**src/rtl/v4n_sqrt.sv**
```systemverilog
// Pipelined integer square root, one result bit per stage.
`default_nettype none
module v4n_sqrt #(
  parameter int SW = 34,
  parameter int RW = 17,
  parameter int TW = 16
) (
  input  wire logic          clk,
  input  wire logic          rst,
  input  wire logic          adv,
  input  wire logic          in_vld,
  input  wire logic [SW-1:0] in_sum,
  input  wire logic [TW-1:0] in_tag,
  output logic               out_vld,
  output logic [RW-1:0]      out_root,
  output logic [TW-1:0]      out_tag
);
  // Each stage decides one root bit, MSB first, against the running remainder.
  localparam int NS = RW;
  localparam int RMW = SW + 2;

  logic [NS:0]          vld;
  logic [RMW-1:0]       rem  [NS+1];
  logic [RW-1:0]        root [NS+1];
  logic [SW-1:0]        sum  [NS+1];
  logic [TW-1:0]        tag  [NS+1];

  always_comb begin
    vld[0]  = in_vld;
    rem[0]  = '0;
    root[0] = '0;
    sum[0]  = in_sum;
    tag[0]  = in_tag;
  end

  for (genvar s = 0; s < NS; s++) begin : g_st
    localparam int B = NS - 1 - s;
    logic [RMW-1:0] r2;
    logic [RMW-1:0] trial;
    always_comb begin
      // Bring down the next two bits of the radicand.
      r2 = {rem[s][RMW-3:0], 2'b00};
      if (2*B+1 < SW) r2[1] = sum[s][2*B+1];
      if (2*B < SW)   r2[0] = sum[s][2*B];
      trial = {{(RMW-RW-2){1'b0}}, root[s], 2'b01};
    end
    always_ff @(posedge clk) begin
      if (rst) begin
        vld[s+1] <= 1'b0;
      end else if (adv) begin
        vld[s+1] <= vld[s];
      end
      if (adv) begin
        sum[s+1] <= sum[s];
        tag[s+1] <= tag[s];
        if (r2 >= trial) begin
          rem[s+1]  <= r2 - trial;
          root[s+1] <= {root[s][RW-2:0], 1'b1};
        end else begin
          rem[s+1]  <= r2;
          root[s+1] <= {root[s][RW-2:0], 1'b0};
        end
      end
    end
  end

  assign out_vld  = vld[NS];
  assign out_root = root[NS];
  assign out_tag  = tag[NS];
endmodule
`default_nettype wire

```
**config.mk**
```make
export PLATFORM = sky130hd
export DESIGN_NAME = v4n_sqrt
export DESIGN_NICKNAME = d
export VERILOG_FILES = /design/src/rtl/v4n_sqrt.sv
export SDC_FILE = /design/constraint.sdc
export NUM_CORES = 2
export LEC_CHECK = 0
export BUFFER_PORTS_ARGS = -buffer_cell sky130_fd_sc_hd__buf_2
export CORE_ASPECT_RATIO = 1.5
export CORE_UTILIZATION = 53
export DETAILED_ROUTE_END_ITERATION = 10
export PLACE_DENSITY = 0.66
export SLEW_MARGIN = 25
export SYNTH_ARGS = -nofsm -noshare
export SYNTH_HDL_FRONTEND = slang
export SYNTH_SLANG_ARGS = --single-unit
```
**constraint.sdc**
```tcl
create_clock -name clk -period 8.3 [get_ports clk]
set_clock_uncertainty 0.15 [all_clocks]
set_input_delay 0.415 -clock clk [delete_from_list [all_inputs] [get_ports clk]]
set_output_delay 0.415 -clock clk [all_outputs]
set_load 0.005 [all_outputs]
```
==> metrics <==
Fin. Hold Viols 0; initial antenna violation count 0; critical path class register to register; Power Dens Cells 245 nW/um^2; first-pass GRT wire length between 100000 and 150000 um; Net count, final between 4000 and 5000; share of cells above drive strength 1 0.0899; max frequency 219 MHz; post-CTS setup buffer count 0; First-pass DRT Iterations 5; Die Height 385 um; CP arrival around 4900 ps; Mapped Cells 3655; max-cap viol count 0; chip width 258 um; LEAKAGE 0.0213 uW; WL/cell 17.1 um; fin crit period 4570 ps; post-synth top area cell edfxtp_1; Critical Path Start Type register; share of the synthesized area in the top cell type 0.688; worst-margin pin slew 1050 ps; DRT iter0 DRCs 1390; Cell Chain, Critical Path nor4_1 > nand3_1 > nor4_1 > and3_1 > nand3_1 > and3_1 > nand3_1 > xnor2_1; largest net degree at the start of global routing 186; clock sinks approximately 1200; syn_area_per_cell about 14 um^2; core area 97000 um^2; area post-placement 53900 um^2; vias in the first global route ~29000; Root Buffer clkbuf_16; CTS tree done; row cnt 140; CTS buffer count 109; syn nets 3881; ys async rst share 0; Max Buffers Root-to-Sink 3; Routed WL 89300 um; setup violators final 0; hold crit path type input port to register; diodes inserted 0; Clk Latency, worst-skew pair 710 ps; CP max stage delay 830 ps; via count 28300; Detail Route Antenna Nets 0; Worst Path Max Fanout 23; cell mode on critical path nand3_1; Clock transition at path regs 60 ps; DRC viols 0; post_cts resized 0; max-slew violations 0; Area contributors post-synth edfxtp_1, ha_1, xnor2_1; Total Routing Usage GR 0.178; Req. time, crit path 8590 ps; Fin Setup TNS 0 ps; RSZ-0062 raised after global routing no; IO Pins between 80 and 90; Util after Layout 0.599; RD Place Congestion 0.931; PortBufs 87; ys flop type edfxtp_1; aggregate global routing overflow 0; synthesized area 52000 um^2; slowest CP cell nor4_1; vias per std cell 5.40; register area share after synthesis 0.694; Unique masters post-synth 85; #FFs+latches synth 1207; status complete, no violations; die area 99300 um^2; Initial Utilization 0.535; design area 58200 um^2; final period utilization 0.550; worst vdd ir 0.000241 V; CTS H-tree lvls 3; HPWL after detailed placement 62900 um; area grow syn2layout 11.9%; Synth Warn # 0; Post-synth EDFFs about 1200; Slew headroom 0.291; Worst setup EP type register
worst paths after layout:
check,depth (start not counted),endpoint,slack [ps],from
worst max register to register,8,g_st[11].r2[34],3730,g_st[10].r2[14]
worst max-delay path,8,g_st[11].r2[34],3730,g_st[10].r2[14]
worst min register to register,0,tag[100],260,tag[116]
worst min-delay path,1,tag[259],40,adv
final cells by class:
cell class | instances | area (um^2)
clock inverter | 73 | 828
inverter | 215 | 807
tap | 1278 | 1600
clock buffer | 131 | 2850
fill | 7405 | 38900
timing repair buffer | 164 | 1220
sequential | 1207 | 36100
multi-input combinational | 2168 | 14800
cell families after synthesis:
kind of cell | synth area share
multiplexers | 0.00816
XOR/XNOR | 0.0681
AO/OA/AOI/OAI | 0.0591
AND/OR/NAND/NOR | 0.107
adder cells (fa/ha/maj) | 0.0414
flip-flops | 0.694
buffers and inverters | 0.0215
other | 0.0000722
Yosys cell counts (all sizes together), types with 15 or more instances:
master     n
a211oi    17
a21o      44
a21oi    140
and3      16
buf       22
clkbuf    43
dfxtp     17
edfxtp  1190
ha       172
inv      214
mux2      19
mux2i     21
nand2    204
nand2b    44
nand3     70
nand3b    18
nand4     40
nor2     273
nor2b     32
nor3     113
nor3b     15
nor4      72
o21a      43
o21ai    112
o31ai     15
or2       30
or3       51
or4       38
xnor2    213
xor2     191
per-layer routing:
metal | vias to the layer above | wire (um) | GRT usage
met5 | - | 0 | 0
met4 | 0 | 5670 | 0.121
met3 | 285 | 2560 | 0.0269
met2 | 489 | 53800 | 0.382
met1 | 13500 | 27300 | 0.138
li1 | 14000 | - | -
timing repair:
| action | CTS | global route |
|---|---|---|
| endpoints found under the setup margin | 0 | 0 |
| endpoints found under the hold margin | 68 | 0 |
| hold buffers | 54 | 0 |
registers in the layout (all words and copies together), names as in the netlist:
signal,flops
g_st.r2,525
g_st.trial,136
out_root,17
out_tag,16
out_vld,1
sum,240
tag,256
vld,16
critical path, delay by kind of cell (launching register included):
kind          cells  cell delay, ps
flops             1             420
simple gates      7            3680
xor+xnor          1              70
per-stage QoR:
step           hold slack, ps  setup WS (ps)  power (uW)  std cells
2_1_floorplan             250           4900        8720       3655
3_3_place_gp              250           3820        9210       4978
3_5_place_dp              255           3750        9260       4978
4_1_cts                  13.3           3700       14400       5236
5_1_grt                  54.7           3300       14800       5236
6_report                 36.3           3730       14300       5236
placed cells by master (no fill, tap or decap), drive strengths merged, types with 44 or more instances in the layout:
master	netlist	routed
a21o	44	44
a21oi	140	140
buf	22	110
clkbuf	43	131
clkinv	1	45
dlygate4sd3	0	54
edfxtp	1190	1190
ha	172	172
inv	214	219
nand2	204	204
nand2b	44	44
nand3	70	70
nor2	273	273
nor3	113	113
nor4	72	72
o21ai	112	112
or3	51	51
xnor2	213	213
xor2	191	191
power by group:
part	total (uW)	leakage, uW	internal (uW)	switching, uW
Clock	5110	0.00178	2930	2180
Sequential	7670	0.0116	7350	317
Combinational	1480	0.00785	624	856
(Power assumes the default switching activity.)
