[config.mk]
export PLATFORM = sky130hd
export DESIGN_NAME = v4n_div
export DESIGN_NICKNAME = d
export VERILOG_FILES = /design/src/rtl/v4n_div.sv
export SDC_FILE = /design/constraint.sdc
export NUM_CORES = 2
export LEC_CHECK = 0
export BUFFER_PORTS_ARGS = -buffer_cell sky130_fd_sc_hd__buf_2
export CORE_ASPECT_RATIO = 1.1
export CORE_MARGIN = 5
export CORE_UTILIZATION = 58
export DETAILED_ROUTE_END_ITERATION = 16
export PLACE_DENSITY = 0.77
export SKIP_LAST_GASP = 1
export SYNTH_ARGS = -nofsm -noshare
export SYNTH_HDL_FRONTEND = slang
export SYNTH_SLANG_ARGS = --single-unit
[constraint.sdc]
create_clock -name clk -period 3.5 [get_ports clk]
set_input_delay 0.175 -clock clk [delete_from_list [all_inputs] [get_ports clk]]
set_output_delay 0.175 -clock clk [all_outputs]
set_load 0.01 [all_outputs]
[src/rtl/v4n_div.sv]
// Pipelined restoring divider for four lanes sharing one divisor.
`default_nettype none
module v4n_div #(
  parameter int NW = 30,
  parameter int DW = 17,
  parameter int QW = 15,
  parameter int TW = 6
) (
  input  wire logic          clk,
  input  wire logic          rst,
  input  wire logic          adv,
  input  wire logic          in_vld,
  input  wire logic [NW-1:0] in_num [4],
  input  wire logic [DW-1:0] in_den,
  input  wire logic [TW-1:0] in_tag,
  output logic               out_vld,
  output logic [QW-1:0]      out_q  [4],
  output logic [TW-1:0]      out_tag
);
  // Quotient never exceeds 2^(QW-1), so only the low QW quotient bits are formed.
  localparam int RW = DW + 1;
  logic [QW:0]     vld;
  logic [RW-1:0]   rem [QW+1][4];
  logic [QW-1:0]   q   [QW+1][4];
  logic [NW-1:0]   num [QW+1][4];
  logic [DW-1:0]   den [QW+1];
  logic [TW-1:0]   tag [QW+1];

  always_comb begin
    vld[0] = in_vld;
    den[0] = in_den;
    tag[0] = in_tag;
    for (int l = 0; l < 4; l++) begin
      num[0][l] = in_num[l];
      q[0][l]   = '0;
      // Numerator bits above the quotient range form the starting remainder.
      rem[0][l] = RW'(in_num[l] >> QW);
    end
  end

  for (genvar s = 0; s < QW; s++) begin : g_st
    localparam int B = QW - 1 - s;
    always_ff @(posedge clk) begin
      if (rst) begin
        vld[s+1] <= 1'b0;
      end else if (adv) begin
        vld[s+1] <= vld[s];
      end
      if (adv) begin
        den[s+1] <= den[s];
        tag[s+1] <= tag[s];
      end
    end
    for (genvar l = 0; l < 4; l++) begin : g_ln
      logic [RW-1:0] r2;
      assign r2 = {rem[s][l][RW-2:0], num[s][l][B]};
      always_ff @(posedge clk) begin
        if (adv) begin
          num[s+1][l] <= num[s][l];
          if (r2 >= {1'b0, den[s]}) begin
            rem[s+1][l] <= r2 - {1'b0, den[s]};
            q[s+1][l]   <= {q[s][l][QW-2:0], 1'b1};
          end else begin
            rem[s+1][l] <= r2;
            q[s+1][l]   <= {q[s][l][QW-2:0], 1'b0};
          end
        end
      end
    end
  end

  assign out_vld = vld[QW];
  assign out_q   = q[QW];
  assign out_tag = tag[QW];
endmodule
`default_nettype wire

==> flow_summary_export.csv <==
group,metric,value,unit
run_status,outcome,"finished with violations",
run_status,violations,"setup timing",
timing,fmax,0.262,GHz
logic_synthesis,syn_nets,11300,
worst_setup_path,worstRegToRegCells,11,
drt,wl,369000,um
drt,drtAntennaViolNets,0,
worst_setup_path,worstReg2RegEnd,"g_st[5].g_ln[0].r2[11]",
logic_synthesis,synthTopCellsByArea,"edfxtp_1 (53%), ha_1 (10%), mux2_2 (5.2%), xnor2_1 (3.1%), a21oi_1 (2.9%)",
timing,period_needed,3.82,ns
die,die_w,449,um
drt,vias,87600,
place,port_buffers,213,
timing,setup_ws,-0.320,ns
place,gp_congestion,0.989,
cts,clkLatencyLatePin,0.94,ns
worst_setup_path,critPathCapture,"g_st[5].g_ln[0].r2[11]",
hold_path,hold_path.class,"primary input to register",
logic_synthesis,yosysTopAreaCell,"edfxtp_1",
timing,hold_viol_final,0,
cts,ctsHtreeMaxLevel,4,
global_routing,grt_max_degree,145,
cts,numCtsBuffers,223,
logic_synthesis,async_flop_share,0,%
logic_synthesis,ys_seq_area_share,53.4,%
cts,cts_tree,"built",
drt,drt-initial-drc-count,7650,
worst_setup_path,crit_path_start_kind,"register",
global_routing,overflow,0,
global_routing,grt_pass1_wl,538000,um
place,dp_hpwl,283000,um
timing,fin_crit_sh,109,%
worst_setup_path,reg2reg_setup_slack,-0.32,ns
worst_setup_path,crit_start,"den[195]",
global_routing,antenna_found_initial,10,
timing,drv_slew,0,
logic_synthesis,yosys_register_bits,2195,
worst_setup_path,regToRegStartpoint,"den[195]",
finish,layout.cells.non_filler,14200,
drt,detail_route.wl_per_cell,26.0,um
logic_synthesis,yosys_warnings,0,
timing,final-setup-viol-count,37,
cts,cts_root_buf,"clkbuf_16",
logic_synthesis,synth_top_area_share,53.2,%
finish,final_util,67.7,%
logic_synthesis,synth.distinct_cells,92,
die,start_util,58.2,%
die,design.portCount,214,
finish,drive_gt1_share,17.7,%
finish,area_growth,16.2,%
worst_setup_path,path_max_fanout,6,
worst_setup_path,arrival,4.44,ns
logic_synthesis,synth_edf_count,2180,
die,rows,177,
pwr,finalPower,135000,uW
logic_synthesis,synthesis.area,0.123,mm^2
pwr,peakVddDrop,0.000655,V
worst_setup_path,required,4.12,ns
logic_synthesis,synthMostInstantiatedCell,"edfxtp_1",
global_routing,track_usage,32.3,%
finish,nets,12400,
hold_path,holdCritStartpoint,"in_num[11]",
logic_synthesis,synth_common_cells,"edfxtp_1 (2180), ha_1 (1016), a21oi_1 (712)",
drt,drt_first_pass_iters,8,
timing,slew_headroom,2.98,%
pwr,power_leakage,0.0572,uW
pwr,p_per_area,946,mW/mm^2
cts,cts_max_path_buffers,3,
place,place_area,0.132,mm^2
logic_synthesis,netlist_instances,10100,
cts,clk_pin_slew_worst_paths,0.06,ns
drt,drc,0,
global_routing,grt_pass1_vias,86800,
worst_setup_path,endpoint_kind,"register",
logic_synthesis,syn_area_per_cell,12.2,um^2
die,die_h,493,um
logic_synthesis,ys.flop_type,"edfxtp_1",
timing,rsz0062_at_grt,"true",
timing,holdWs,0.0538,ns
cts,numClockSinks,2195,
die,core_area,0.211,mm^2
worst_setup_path,critical_path_class,"register to register",
timing,tightest_slew,1.45,ns
finish,final_cell_area,0.143,mm^2
place,place_inst,13400,
job,cap_viol_max_count,0,
drt,viasPerCell,6.18,
die,dieArea,0.221,mm^2
timing,finClkSkew,0.0713,ns
## how the worst min path moves through the flow
stage                     slack, ns  depth (start not counted)               endpoint
after floorplan                0.25                          1                out_vld
after global placement         0.35                          1              num[1782]
after detailed placement       0.35                          1              num[1782]
after CTS                     0.004                          2               den[253]
after global routing           0.05                          2  g_st[1].g_ln[0].r2[0]
final                          0.05                          2              num[1691]
## worst max-delay path, stage by stage (launching register included)
cell,delay (ns)
edfxtp_1,0.53
inv_1,0.26
ha_1,0.46
nand4_1,0.41
nor3_1,0.56
buf_4,0.25
o211ai_1,0.17
a21oi_2,0.22
a2111oi_4,0.07
buf_4,0.17
buf_6,0.13
mux2_2,0.27
## final cells by class
cell class              instances  area [um^2]
diodes                          7         17.5
clock buffers                 260         5720
clock inverters               162         2030
fillers                     15200        68300
inverters                     615         2330
multi-input cells            7095        54700
flip-flops and latches       2195        65800
well taps                    2774         3470
repair buffers               1057         8980
## stage by stage
stage          TNS, ns  setup slack (ns)
6_report         -5.59            -0.320
4_1_cts        -0.0616           -0.0319
3_5_place_dp     -8.44            -0.479
5_1_grt          -7.20            -0.242
3_3_place_gp     -6.06            -0.407
2_1_floorplan        0             0.153
## repair_timing
item,CTS,global route
gates cloned,3,12
hold endpoints to repair,280,0
setup endpoints to repair,123,476
pin swaps,4,45
setup buffers,6,51
hold buffers,218,0
gates resized for setup,26,153
## sequential cells by signal, summed over array words and instances (netlist names)
name,cells
num,364
vld,14
out_tag,6
q,420
tag,84
g_st.g_ln.r2,1008
den,238
out_vld,1
out_q,60
## logic make-up after synthesis
family,synth area share [%]
compound gates,13.3
flops,53.4
mux,5.91
buf+inv,2.79
xor+xnor,4.88
simple gates,8.41
fa+ha+maj,11.2
## power breakdown
part           switching, uW  internal [uW]
registers               6840          39400
logic                  34000          29900
clock network          10900          14400
## per-layer routing
metal  vias to the layer above  GRT usage (%)  share of wire (%)
li1                      40500              -                  -
met1                     42300           35.9                 35
met2                      3508           56.8                 50
met3                      1202           4.49                5.6
met4                         2           23.7                9.1
met5                         -              0             0.0035
## cells in the final DEF, fill, tap and decap left out, types with 38 or more instances in the layout
cell type / instances
nor2b_1: 117
edfxtp_1: 2180
o211ai_1: 53
a211oi_1: 97
buf_2: 212
nor3_1: 181
nand3_1: 128
or3_1: 75
and3_1: 52
xor2_1: 249
a21o_1: 361
ha_1: 1005
a21oi_1: 675
mux2_2: 573
o21ai_0: 508
dlygate4sd3_1: 218
mux2i_1: 70
fa_1: 48
nand2b_1: 109
a31oi_1: 93
inv_1: 597
buf_4: 539
buf_12: 65
o21a_1: 107
or2_2: 40
nor2_1: 617
a211o_1: 38
clkinv_1: 41
nand4_1: 114
nand2_1: 550
o31ai_1: 59
o21bai_1: 123
clkbuf_16: 231
xnor2_1: 436
No activity file was read; power rests on OpenSTA's default activity.
